**src/design/obdrsp_pkg.sv**
```systemverilog
`default_nettype none

package obdrsp_pkg;

  // Response id window and frame length limits
  localparam logic [10:0] ID_LO        = 11'h7E8;
  localparam logic [10:0] ID_HI        = 11'h7EF;
  localparam logic [3:0]  MAX_DATA_LEN = 4'd8;
  localparam logic [3:0]  MIN_RESP_LEN = 4'd3;

  // Protocol control information: high nibble is the frame type
  localparam logic [3:0]  PCI_SINGLE   = 4'h0;

  // Service and parameter codes
  localparam logic [7:0]  SVC_CUR_DATA    = 8'h41;
  localparam logic [7:0]  SVC_STORED_DTC  = 8'h43;
  localparam logic [7:0]  PID_STATUS      = 8'h01;
  localparam logic [7:0]  PID_MODULE_VOLT = 8'h42;

  // Default width of the response counter
  localparam int unsigned COUNT_WIDTH_DEF = 16;

  typedef struct packed {
    logic [10:0] can_id;
    logic [3:0]  frame_len;
    logic [7:0]  byte0;
    logic [7:0]  byte1;
    logic [7:0]  byte2;
    logic [7:0]  byte3;
    logic [7:0]  byte4;
    logic [7:0]  byte5;
    logic [7:0]  byte6;
    logic [7:0]  byte7;
  } in_t;

  typedef struct packed {
    logic        frame_taken;
    logic        diag_seen;
    logic [15:0] response_count;
    logic [10:0] source_id;
    logic [7:0]  service_id;
    logic [7:0]  pid_value;
    logic        lamp_on;
    logic        lamp_known;
    logic [6:0]  fault_count;
    logic [15:0] supply_mv;
    logic        supply_known;
  } out_t;

  // Decoded status kept across frames (counter held apart, its width varies)
  typedef struct packed {
    logic        seen;
    logic [10:0] source;
    logic [7:0]  service;
    logic [7:0]  pid;
    logic        lamp_on;
    logic        lamp_known;
    logic [6:0]  fault;
    logic [15:0] volt_mv;
    logic        volt_known;
  } status_t;

endpackage

`default_nettype wire

```
**src/design/obd_response_frame_parser_core.sv**
```systemverilog
`default_nettype none

// Channel  Direction  Handshake                Payload
// in       input      in_valid_i / in_stall_o  in_data_i  (obdrsp_pkg::in_t)
// out      output     out_valid_o / out_stall_i out_data_o (obdrsp_pkg::out_t)
//
// One frame per cycle sustained while out_stall_i is low; a frame waits in the input
// register and its result is loaded into the result register once that one is free,
// so it is presented after passing through both registers. The status registers update
// at that same edge.
// Reset clears all status, the counter and both valid flags.
// A stalled result holds; the input register still takes one more frame.

module obd_response_frame_parser_core #(
  parameter int unsigned COUNT_WIDTH = obdrsp_pkg::COUNT_WIDTH_DEF
) (
  input  logic                clk_i,
  input  logic                rst_ni,
  input  logic                in_valid_i,
  output logic                in_stall_o,
  input  obdrsp_pkg::in_t     in_data_i,
  output logic                out_valid_o,
  input  logic                out_stall_i,
  output obdrsp_pkg::out_t    out_data_o
);

  logic                   in_valid_q, in_valid_d;
  obdrsp_pkg::in_t        in_q;
  logic                   out_valid_q, out_valid_d;
  obdrsp_pkg::out_t       out_q, out_d;
  obdrsp_pkg::status_t    status_q, status_d;
  logic [COUNT_WIDTH-1:0] cnt_q, cnt_d;
  logic                   taken;
  logic                   out_free;
  logic                   adv;
  logic                   in_take;

  // Handshake and advance control
  assign out_free   = !out_valid_q || !out_stall_i;
  assign adv        = in_valid_q && out_free;
  assign in_stall_o = in_valid_q && !out_free;
  assign in_take    = in_valid_i && !in_stall_o;

  assign in_valid_d  = in_take ? 1'b1 : (adv ? 1'b0 : in_valid_q);
  assign out_valid_d = out_free ? in_valid_q : out_valid_q;

  obdrsp_decode #(
    .COUNT_WIDTH(COUNT_WIDTH)
  ) u_decode (
    .frame_i  (in_q),
    .status_i (status_q),
    .count_i  (cnt_q),
    .taken_o  (taken),
    .status_o (status_d),
    .count_o  (cnt_d)
  );

  // Build the result from the updated status
  always_comb begin
    out_d.frame_taken    = taken;
    out_d.diag_seen      = status_d.seen;
    out_d.response_count = 16'(cnt_d);
    out_d.source_id      = status_d.source;
    out_d.service_id     = status_d.service;
    out_d.pid_value      = status_d.pid;
    out_d.lamp_on        = status_d.lamp_on;
    out_d.lamp_known     = status_d.lamp_known;
    out_d.fault_count    = status_d.fault;
    out_d.supply_mv      = status_d.volt_mv;
    out_d.supply_known   = status_d.volt_known;
  end

  // Control and status registers
  always_ff @(posedge clk_i or negedge rst_ni) begin
    if (!rst_ni) begin
      in_valid_q  <= 1'b0;
      out_valid_q <= 1'b0;
      status_q    <= '0;
      cnt_q       <= '0;
    end else begin
      in_valid_q  <= in_valid_d;
      out_valid_q <= out_valid_d;
      if (adv) begin
        status_q <= status_d;
        cnt_q    <= cnt_d;
      end
    end
  end

  // Payload registers
  always_ff @(posedge clk_i) begin
    if (in_take) begin
      in_q <= in_data_i;
    end
    if (adv) begin
      out_q <= out_d;
    end
  end

  assign out_valid_o = out_valid_q;
  assign out_data_o  = out_q;

  // The counter moves only when a taken frame advances
  a_cnt_moves_on_taken : assert property (@(posedge clk_i) disable iff (!rst_ni)
    !$stable(cnt_q) |-> $past(adv && taken))
    else $error("response counter changed without a taken frame");

  // A taken result always reports the seen flag
  a_taken_seen : assert property (@(posedge clk_i) disable iff (!rst_ni)
    out_valid_q && out_q.frame_taken |-> out_q.diag_seen)
    else $error("taken frame without seen flag");

  // Once the lamp status is known it stays known
  a_lamp_sticky : assert property (@(posedge clk_i) disable iff (!rst_ni)
    status_q.lamp_known |=> status_q.lamp_known)
    else $error("lamp status lost");

  // A recorded source always lies in the response id window
  a_source_window : assert property (@(posedge clk_i) disable iff (!rst_ni)
    status_q.seen |-> (status_q.source >= obdrsp_pkg::ID_LO &&
                       status_q.source <= obdrsp_pkg::ID_HI))
    else $error("recorded source outside the response window");

endmodule

`default_nettype wire

```
**src/design/obdrsp_decode.sv**
```systemverilog
`default_nettype none

module obdrsp_decode #(
  parameter int unsigned COUNT_WIDTH = obdrsp_pkg::COUNT_WIDTH_DEF
) (
  input  obdrsp_pkg::in_t         frame_i,
  input  obdrsp_pkg::status_t     status_i,
  input  logic [COUNT_WIDTH-1:0]  count_i,
  output logic                    taken_o,
  output obdrsp_pkg::status_t     status_o,
  output logic [COUNT_WIDTH-1:0]  count_o
);

  logic [3:0] len;
  logic [3:0] plen;
  logic       single;
  logic [1:0] dtc_n;

  // Clamp the length to the eight data bytes that exist
  assign len = (frame_i.frame_len > obdrsp_pkg::MAX_DATA_LEN) ?
               obdrsp_pkg::MAX_DATA_LEN : frame_i.frame_len;
  assign plen   = frame_i.byte0[3:0];
  assign single = (frame_i.byte0[7:4] == obdrsp_pkg::PCI_SINGLE);

  // Count nonzero code pairs that lie fully inside the frame
  always_comb begin
    dtc_n = 2'd0;
    if (len >= 4'd4 && (frame_i.byte2 != 8'h00 || frame_i.byte3 != 8'h00)) begin
      dtc_n = dtc_n + 2'd1;
    end
    if (len >= 4'd6 && (frame_i.byte4 != 8'h00 || frame_i.byte5 != 8'h00)) begin
      dtc_n = dtc_n + 2'd1;
    end
    if (len >= 4'd8 && (frame_i.byte6 != 8'h00 || frame_i.byte7 != 8'h00)) begin
      dtc_n = dtc_n + 2'd1;
    end
  end

  // Accept the frame, then decode a single-frame payload
  always_comb begin
    status_o = status_i;
    count_o  = count_i;
    taken_o  = (frame_i.can_id inside {[obdrsp_pkg::ID_LO:obdrsp_pkg::ID_HI]}) &&
               (len >= obdrsp_pkg::MIN_RESP_LEN);
    if (taken_o) begin
      status_o.seen   = 1'b1;
      status_o.source = frame_i.can_id;
      count_o         = count_i + COUNT_WIDTH'(1);
      if (single && plen >= 4'd1) begin
        status_o.service = frame_i.byte1;
        status_o.pid     = (plen >= 4'd2) ? frame_i.byte2 : 8'h00;
        if (frame_i.byte1 == obdrsp_pkg::SVC_CUR_DATA && plen >= 4'd2) begin
          if (frame_i.byte2 == obdrsp_pkg::PID_STATUS && plen >= 4'd6 && len >= 4'd6) begin
            status_o.lamp_on    = frame_i.byte3[7];
            status_o.lamp_known = 1'b1;
            status_o.fault      = frame_i.byte3[6:0];
          end else if (frame_i.byte2 == obdrsp_pkg::PID_MODULE_VOLT &&
                       plen >= 4'd4 && len >= 4'd5) begin
            status_o.volt_mv    = {frame_i.byte3, frame_i.byte4};
            status_o.volt_known = 1'b1;
          end
        end else if (frame_i.byte1 == obdrsp_pkg::SVC_STORED_DTC) begin
          status_o.fault      = 7'(dtc_n);
          status_o.lamp_known = 1'b1;
        end
      end
    end
  end

endmodule

`default_nettype wire
```
**config.mk**
```make
export PLATFORM = sky130hd
export DESIGN_NAME = obd_response_frame_parser_core
export DESIGN_NICKNAME = d
export VERILOG_FILES = /design/src/design/obdrsp_pkg.sv /design/src/design/obd_response_frame_parser_core.sv /design/src/design/obdrsp_decode.sv
export SDC_FILE = /design/constraint.sdc
export NUM_CORES = 1
export LEC_CHECK = 0
export BUFFER_PORTS_ARGS = -buffer_cell sky130_fd_sc_hd__buf_4
export CAP_MARGIN = 20
export CORE_MARGIN = 5
export CORE_UTILIZATION = 30
export DETAILED_ROUTE_END_ITERATION = 10
export PLACE_DENSITY = 0.51
export SETUP_SLACK_MARGIN = 0.02
export SLEW_MARGIN = 20
export SYNTH_ARGS = -nofsm -noshare
export SYNTH_HDL_FRONTEND = slang
export SYNTH_SLANG_ARGS = --single-unit
```
**constraint.sdc**
```tcl
create_clock -name clk_i -period 3.2 [get_ports clk_i]
set_input_delay 0.32 -clock clk_i [delete_from_list [all_inputs] [get_ports clk_i]]
set_output_delay 0.32 -clock clk_i [all_outputs]
set_load 0.01 [all_outputs]
```
==> results of run 1 <==
per-stage QoR:
step           setup slack (ns)  area [µm²]
3_5_place_dp              0.346       10300
6_report                  0.502       12000
2_1_floorplan             0.354        8610
4_1_cts                   0.343       12000
3_3_place_gp              0.567       10300
5_1_grt                   0.312       12000
metal layers:
layer / GRT usage, % / vias to the layer above / share of wire, %
met4: 3.94 / 0 / 2.3
met5: 0 / - / 0
met2: 20.2 / 186 / 48
li1: - / 2579 / -
met3: 2.94 / 32 / 7.5
met1: 16.3 / 2615 / 42
cell families after synthesis:
kind of cell               after synthesis  synth area share [%]
DFF                                    222                  73.3
and+or+nand+nor                        170                  10.7
muxes                                   54                  7.44
AOI/OAI and AO/OA                       49                  3.77
xor gates and xnor gates                30                  3.05
buffers and inverters                   26                  1.31
adders and majority gates                3                 0.436
cell usage in the layout (no fill, tap or decap), types with 17 or more instances in the layout:
cell and n:
sky130_fd_sc_hd__buf_4 161, sky130_fd_sc_hd__nand2_1 43, sky130_fd_sc_hd__nor2_1 17, sky130_fd_sc_hd__dfrtp_1 72, sky130_fd_sc_hd__dlygate4sd3_1 81, sky130_fd_sc_hd__edfxtp_1 150
sky130_fd_sc_hd__clkbuf_16 25, sky130_fd_sc_hd__xnor2_1 20, sky130_fd_sc_hd__mux2_2 43, sky130_fd_sc_hd__nand3_1 30
layout make-up:
cell class	count	area (µm²)
flip-flops and latches	222	6310
clock inverters	18	285
inverters	7	28.8
repair buffers	245	2070
clock buffers	28	637
fillers	2635	16500
well taps	384	480
multi-input cells	306	2200
how the worst max path moves through the flow:
| stage | cells past startpoint | slack (ns) | from | endpoint |
|---|---|---|---|---|
| after CTS | 5 | 0.34 | in_q[59]$_DFFE_PP_ | status_q[22]$_DFFE_PN0P_ |
| after global routing | 9 | 0.31 | in_q[43]$_DFFE_PP_ | out_data_o[18]$_DFFE_PP_ |
| after detailed placement | 5 | 0.35 | in_q[59]$_DFFE_PP_ | status_q[22]$_DFFE_PN0P_ |
| after global placement | 7 | 0.57 | in_q[43]$_DFFE_PP_ | out_data_o[17]$_DFFE_PP_ |
| after floorplan | 2 | 0.35 | out_valid_o$_DFFE_PN0P_ | in_q[0]$_DFFE_PP_ |
| final | 5 | 0.50 | in_q[59]$_DFFE_PP_ | out_data_o[24]$_DFFE_PP_ |
repair_timing:
| action | 4_1_cts | 5_1_grt |
|---|---|---|
| hold endpoints to repair | 112 | 0 |
| hold buffers | 81 | 0 |
| buffers inserted | 0 | 0 |
critical path, delay by kind of cell, from the launching register on:
kind	cells	cell delay (ns)
DFF	1	0.42
AOI/OAI and AO/OA	2	0.83
and+or+nand+nor	3	1.20
sequential cells by signal, summed over array words and instances, names as in the netlist:
name and flops:
status_q 54, in_q 79, out_data_o 71, cnt_q 16, out_valid_o 1, in_valid_q 1
report_power, final:
group / internal [mW] / leakage, nW / switching [mW]
Clock: 2.01 / 0.434 / 1.16
Sequential: 3.29 / 2.42 / 0.0925
Combinational: 0.278 / 2.14 / 0.272
Total: 5.58 / 5.00 / 1.52
==> summary by stage, run 1 <==
Status
The flow ran to the end, and the final reports show no timing, DRC or antenna violations.

STA
The measured slew at the worst slew-check pin is 0.757 ns. Between clock sinks in the finished design, the worst skew comes to 0.0215 ns. The post-layout minimum cycle time is 2.70 ns. Across all hold checks on the routed design, the worst slack comes to 0.0594 ns. Setup violations remaining at the end of the flow were counted as 0.

The max-slew headroom at the worst pin is 49.4%. Dividing the final minimum period by the clock period gives 84.3%. The final count of pins violating max slew was 0. Setup repair after global routing left no endpoint under its margin.

The fmax is 0.371 GHz. The final count of hold timing violations was 0. The summed negative setup slack over all endpoints is 0 ns.

Hold path
The path with the worst hold slack has its endpoint at out_valid_o$_DFFE_PN0P_. The cell count of the worst hold path is 3. In this run the most critical hold path is launched from out_stall_i. The type of the most critical hold path is in -> reg.

Floorplan
The die covers 32200 µm². From left edge to right edge, the die measures 179 µm. The floorplan row count is 62. The effective utilization at floorplan is 30.1%. 156 I/O pins were placed.

The height of the die is 179 µm. The region available for standard cell placement spans 28500 µm².

Pwr
The power density over the cells is 591 nW/µm². The leakage power is 5.00 nW. The worst-case IR drop observed on VDD is 0.437 mV.

The total power after layout is 7.10 mW.

Placement
The count of buffers from port buffering is 155. At the end of routability-driven placement, the weighted congestion stood at 0.750. In this run, placement finished with an instance count of 1083. Detailed placement finished with a half-perimeter wire length of 13700 µm.

Critical path
The worst setup path is captured at a flip-flop. The startpoint of the worst-slack reg-to-reg timing path is in_q[59]$_DFFE_PP_. The logic depth of the worst register-to-register path is 5. The destination of the worst register-to-register timing path is out_data_o[24]$_DFFE_PP_. The maximum cell stage delay along the critical path is 0.57 ns. The arrival time of data at the critical path endpoint is 2.95 ns. The signal on the critical path passes through or3_1, o21ai_1, or2_2, nor2_1, a211o_1. STA classifies the critical path startpoint as a flip-flop. Of all nets on the critical path, the largest fanout is 20. Setup slack on the worst reg-to-reg path comes out at 0.50 ns.

By startpoint and endpoint, the worst setup path is classified as reg -> reg. For the worst setup path, the data required time is 3.45 ns. On the critical path, the stage with the largest delay is an instance of sky130_fd_sc_hd__or3_1.

Synthesis
The mean cell area of the mapped netlist is 15.5 µm². The async set or reset register ratio after synthesis is 32.4%. The unique cell type count in the Yosys netlist is 56. The number of enable-type register cells in the synthesized netlist is 150. The synthesis warning total is 0. The commonest cells after synthesis are sky130_fd_sc_hd__edfxtp_1 (150), sky130_fd_sc_hd__dfrtp_1 (72), sky130_fd_sc_hd__mux2_2 (43), sky130_fd_sc_hd__nand2_1 (43), sky130_fd_sc_hd__nand3_1 (30).

sky130_fd_sc_hd__edfxtp_1 takes more of the synthesized area than any other cell. In the synthesized netlist the dominant register cell turns out to be sky130_fd_sc_hd__edfxtp_1. The area share of the leading cell type in the synthesized netlist is 52.3%. The synthesized netlist cell count is 554. Among all cell types in the netlist, the one instantiated most often is sky130_fd_sc_hd__edfxtp_1. After synthesis the cells add up to 8610 µm². Synthesis inferred 222 register bits. Sorting the synthesized cells by area gives the leading types as sky130_fd_sc_hd__edfxtp_1 (52%), sky130_fd_sc_hd__dfrtp_1 (21%), sky130_fd_sc_hd__mux2_2 (5.6%). The number of nets produced by synthesis is 640. The register area share after synthesis is 73.3%.

Route
For this block, the initial DRC count from the detailed router was 325. The detail route stage leaves a number of antenna-violating nets equal to 0. Summing over every cut layer, the via total after detailed routing is 5412. In the final routed layout, each cell accounts on average for 16.7 µm. For this run, design rule violations remaining after detail routing come to 0.

The routed design has 20200 µm of wire. The routed via count divided by cell count is 4.47. The first-pass iteration count of the detailed router is 5.

Global routing
The largest net degree at the start of global routing is 73. The number of antenna violations at the first check in global routing is 0. The global router's overall resource usage is 12.3%. The first global-routing pass estimated 31000 µm of wire.

Summed over all layers, the global routing overflow is 0. The via count of the first global-routing pass is 5623.

CTS
The post-cts resize count is 0. The number of sinks on the clock net is 222. Clock tree synthesis selected as its root buffer the cell sky130_fd_sc_hd__clkbuf_16. CTS built an H-tree with a depth of 1. The TritonCTS buffer count is 25. The deepest clock path buffer count is 3. TritonCTS built the clock tree. After clock tree synthesis, the clock-pin slew on the worst setup and hold paths is 0.06 ns. The clock network latency to the later pin of the worst-skew pair is 0.52 ns.

Layout
From synthesis to final layout, the design area changed by 39.5%. Of the cells placed in the final design, the portion with a size suffix greater than 1 is 33.2%. The number of nets in the layout is 893. The count of cells in the finished layout, fillers not included, comes to 1210. The number of diodes is 0. Cells fill 42.1% of the core in the end.

Run
Max-cap violations in this run came to 0.
Note: power is estimated with default switching activity, not from simulation.
==> inputs of run 2 (changes only) <==
--- a/config.mk
+++ b/config.mk
@@ -10,7 +10,7 @@
 export CORE_MARGIN = 5
 export CORE_UTILIZATION = 30
 export DETAILED_ROUTE_END_ITERATION = 10
-export PLACE_DENSITY = 0.51
+export PLACE_DENSITY = 0.49
 export SETUP_SLACK_MARGIN = 0.02
 export SLEW_MARGIN = 20
 export SYNTH_ARGS = -nofsm -noshare
==> constraint.sdc (replaced) <==
create_clock -name clk_i -period 2.6 [get_ports clk_i]
set_input_delay 0.26 -clock clk_i [delete_from_list [all_inputs] [get_ports clk_i]]
set_output_delay 0.26 -clock clk_i [all_outputs]
set_load 0.01 [all_outputs]
==> run 2 against run 1 <==
Utilization up 0.50 points. Via count up 2.1%. Sequential power up 23%. Register-to-register slack worse by 0.29 ns. Largest power group unchanged. Global-route usage up 0.29 points.
==> summary by stage, run 2 (synthesized netlist as in run 1, its figures left out) <==
CTS
The number of sinks on the clock net is 222 (unchanged). The CTS H-tree depth is 1 (unchanged). The clock root buffer is sky130_fd_sc_hd__clkbuf_16 (unchanged).

The clock network latency to the later pin of the worst-skew pair was 0.51 ns (was 0.52 ns). The clock edge transition at the registers on the reported setup and hold paths came to 0.06 ns (about the same). The deepest clock path buffer count came to 3 (unchanged). The TritonCTS buffer count came to 24 (was 25). The CTS tree is yes (unchanged).

Critical path
The critical path endpoint category was a flip-flop (unchanged). The arrival time of data at the critical path endpoint came to 2.75 ns (was 2.95 ns). The maximum cell stage delay along the critical path was 0.45 ns (was 0.57 ns). The type of the worst setup path was reg -> reg (unchanged). The internal reg-to-reg setup slack is 0.21 ns (was 0.50 ns). The startpoint of the worst-slack reg-to-reg timing path was in_q[43]$_DFFE_PP_ (was in_q[59]$_DFFE_PP_). The startpoint type of the worst setup path is a flip-flop (unchanged). The worst endpoint required time came to 2.96 ns (was 3.45 ns). The largest fanout on the critical path is 2 (was 20). The worst-path cell with the longest stage delay is sky130_fd_sc_hd__or4_4 (was sky130_fd_sc_hd__or3_1). The count of buffering cells on the critical path with inverters included is 0 (unchanged). Critical path, cell by cell: or2_4, or4_4, o32ai_4, ha_1, and3_1, o32a_1, o21ai_0 (was or3_1, o21ai_1, or2_2, nor2_1, a211o_1). The kind of cell with the highest combined delay on the critical path is simple AND/OR/NAND/NOR gates (unchanged). The logic depth of the worst register-to-register path was 7 (was 5).

The number of gates on the worst path with buffers counted is 7 (was 5). The destination of the worst register-to-register timing path was out_data_o[17]$_DFFE_PP_ (was out_data_o[24]$_DFFE_PP_).

STA
The final worst-path cycle share is 91.7% (was 84.3%). The post-layout minimum cycle time is 2.39 ns (was 2.70 ns). The final count of pins violating max slew is 0 (unchanged). The measured slew at the worst slew-check pin is 0.732 ns (was 0.757 ns).

The max-slew headroom at the worst pin was 51.2% (was 49.4%). The final worst clock skew is 0.00741 ns (was 0.0215 ns). The final count of negative-setup-slack endpoints is 0 (unchanged). The summed negative setup slack over all endpoints is 0 ns (unchanged). The final worst hold slack was 0.352 ns (was 0.0594 ns). The fmax is 0.419 GHz (was 0.371 GHz). The final count of hold timing violations is 0 (unchanged).

Setup repair after global routing missed its margin: false (unchanged).

Route
The total number of vias is 5528 (was 5412). The mean routed wirelength per cell is 16.7 µm (about the same). The initial DRC count came to 337 (was 325). The routed via count divided by cell count is 4.49 (was 4.47). The number of routed nets with antenna violations is 0 (unchanged).

The count of unresolved DRC violations after routing was 0 (unchanged). The post-detailed-routing wire length is 20600 µm (was 20200 µm). The first-pass iteration count of the detailed router came to 6 (was 5).

Run
The count of max-cap constraint violations is 0 (unchanged).

Layout
The share of final-layout standard cells stronger than drive strength 1 is 35.1% (was 33.2%). The area added between synthesis and finish is 41.2% (was 39.5%). The most frequent standard cell in the layout excluding fill and tap cells is sky130_fd_sc_hd__buf_4 (unchanged).

Most frequent cells in the layout: sky130_fd_sc_hd__buf_4 (180), sky130_fd_sc_hd__edfxtp_1 (150), sky130_fd_sc_hd__dlygate4sd3_1 (82) (was sky130_fd_sc_hd__buf_4 (161), sky130_fd_sc_hd__edfxtp_1 (150), sky130_fd_sc_hd__dlygate4sd3_1 (81)). The number of nets in the layout is 914 (was 893). The number of flip-flops under the largest register name is 79 (unchanged). The register with the most flip-flops was in_q (unchanged).

Global routing
The wire length of the first global-routing pass is 32000 µm (was 31000 µm). The largest net degree at the start of global routing is 73 (unchanged). The global router's overall resource usage is 12.6% (was 12.3%). The number of antenna violations at the first check in global routing was 2 (was 0). The residual overflow from global routing is 0 (unchanged). The via count of the first global-routing pass is 5829 (was 5623).

Floorplan
The horizontal die dimension is 179 µm (unchanged). The I/O pin total is 156 (unchanged). The floorplan row count came to 62 (unchanged). The effective utilization at floorplan is 30.1% (unchanged).

The height of the die was 179 µm (unchanged). The core outline area is 28500 µm² (unchanged). The total die area is 32200 µm² (unchanged).

Pwr
The power density over the cells came to 695 nW/µm² (was 591 nW/µm²). The total power after layout was 8.44 mW (was 7.10 mW). The leakage power was 5.09 nW (was 5.00 nW). The maximum vdd ir drop is 0.436 mV (was 0.437 mV).

Placement
The count of buffers from port buffering was 155 (unchanged). The HPWL after detailed placement is 14000 µm (was 13700 µm). The last weighted congestion value of the routability-driven placer is 0.789 (was 0.750).

Hold path
The type of the most critical hold path is in -> async (was in -> reg).

Status
Status: completed (unchanged).
## run 2: cell count changes in the layout (fill, tap and decap cells not counted), sizes merged
cell	change
bufinv	-3
diode	+2
clkinvlp	-2
dlygate4sd3	+1
inv	-2
buf	+21
clkbuf	+4
clkinv	+1
## run 2: worst register-to-register path: stages, from the launching register on
cell	delay [ns]
sky130_fd_sc_hd__edfxtp_1	0.39
sky130_fd_sc_hd__or2_4	0.27
sky130_fd_sc_hd__or4_4	0.45
sky130_fd_sc_hd__o32ai_4	0.24
sky130_fd_sc_hd__ha_1	0.28
sky130_fd_sc_hd__and3_1	0.15
sky130_fd_sc_hd__o32a_1	0.33
sky130_fd_sc_hd__o21ai_0	0.14
## run 2: stage by stage
stage	util (%)	cells	instance area (µm²)	setup WS, ns
2_1_floorplan	-	554	8610	0.115
3_3_place_gp	36.6	1103	10400	0.0504
3_5_place_dp	36.6	1103	10400	-0.000970
4_1_cts	42.4	1229	12100	0.0459
5_1_grt	42.6	1232	12100	0.0247
6_report	42.6	1232	12100	0.215
## run 2: final cells by class
cell class              count  area, µm²
fillers                  2658      16400
flip-flops and latches    222       6310
repair buffers            267       2260
multi-input cells         306       2230
clock buffers              32        672
well taps                 384        480
clock inverters            12        164
inverters                   7       28.8
diodes                      2       5.00
## run 2: worst max path at each step
stage / from / to
global route: in_q[38]$_DFFE_PP_ / out_data_o[18]$_DFFE_PP_
floorplan: in_q[43]$_DFFE_PP_ / out_data_o[17]$_DFFE_PP_
global placement: in_q[43]$_DFFE_PP_ / out_data_o[17]$_DFFE_PP_
detailed placement: in_q[43]$_DFFE_PP_ / out_data_o[18]$_DFFE_PP_
finish: in_q[43]$_DFFE_PP_ / out_data_o[17]$_DFFE_PP_
CTS: in_q[43]$_DFFE_PP_ / out_data_o[18]$_DFFE_PP_
## run 2: where the power goes
| part | internal (mW) | switching [mW] |
|---|---|---|
| clock network | 2.21 | 1.37 |
| registers | 4.05 | 0.103 |
| logic | 0.362 | 0.350 |
| total | 6.62 | 1.82 |
## run 2: repair_timing
| action | 4_1_cts | 5_1_grt |
|---|---|---|
| setup buffers | 0 | 1 |
| pin swaps | 0 | 3 |
| cloned | 0 | 0 |
| gates resized for setup | 1 | 6 |
| hold buffers | 82 | 0 |
| setup endpoints to repair | 2 | 3 |
| hold endpoints to repair | 153 | 0 |
## run 2: routing by layer
layer,up-vias,share of wire (%),GRT usage [%]
li1,2630,-,-
met1,2693,43,16.5
met2,167,47,20.8
met3,38,6.7,3.13
met4,0,2.6,4.03
met5,-,0,0
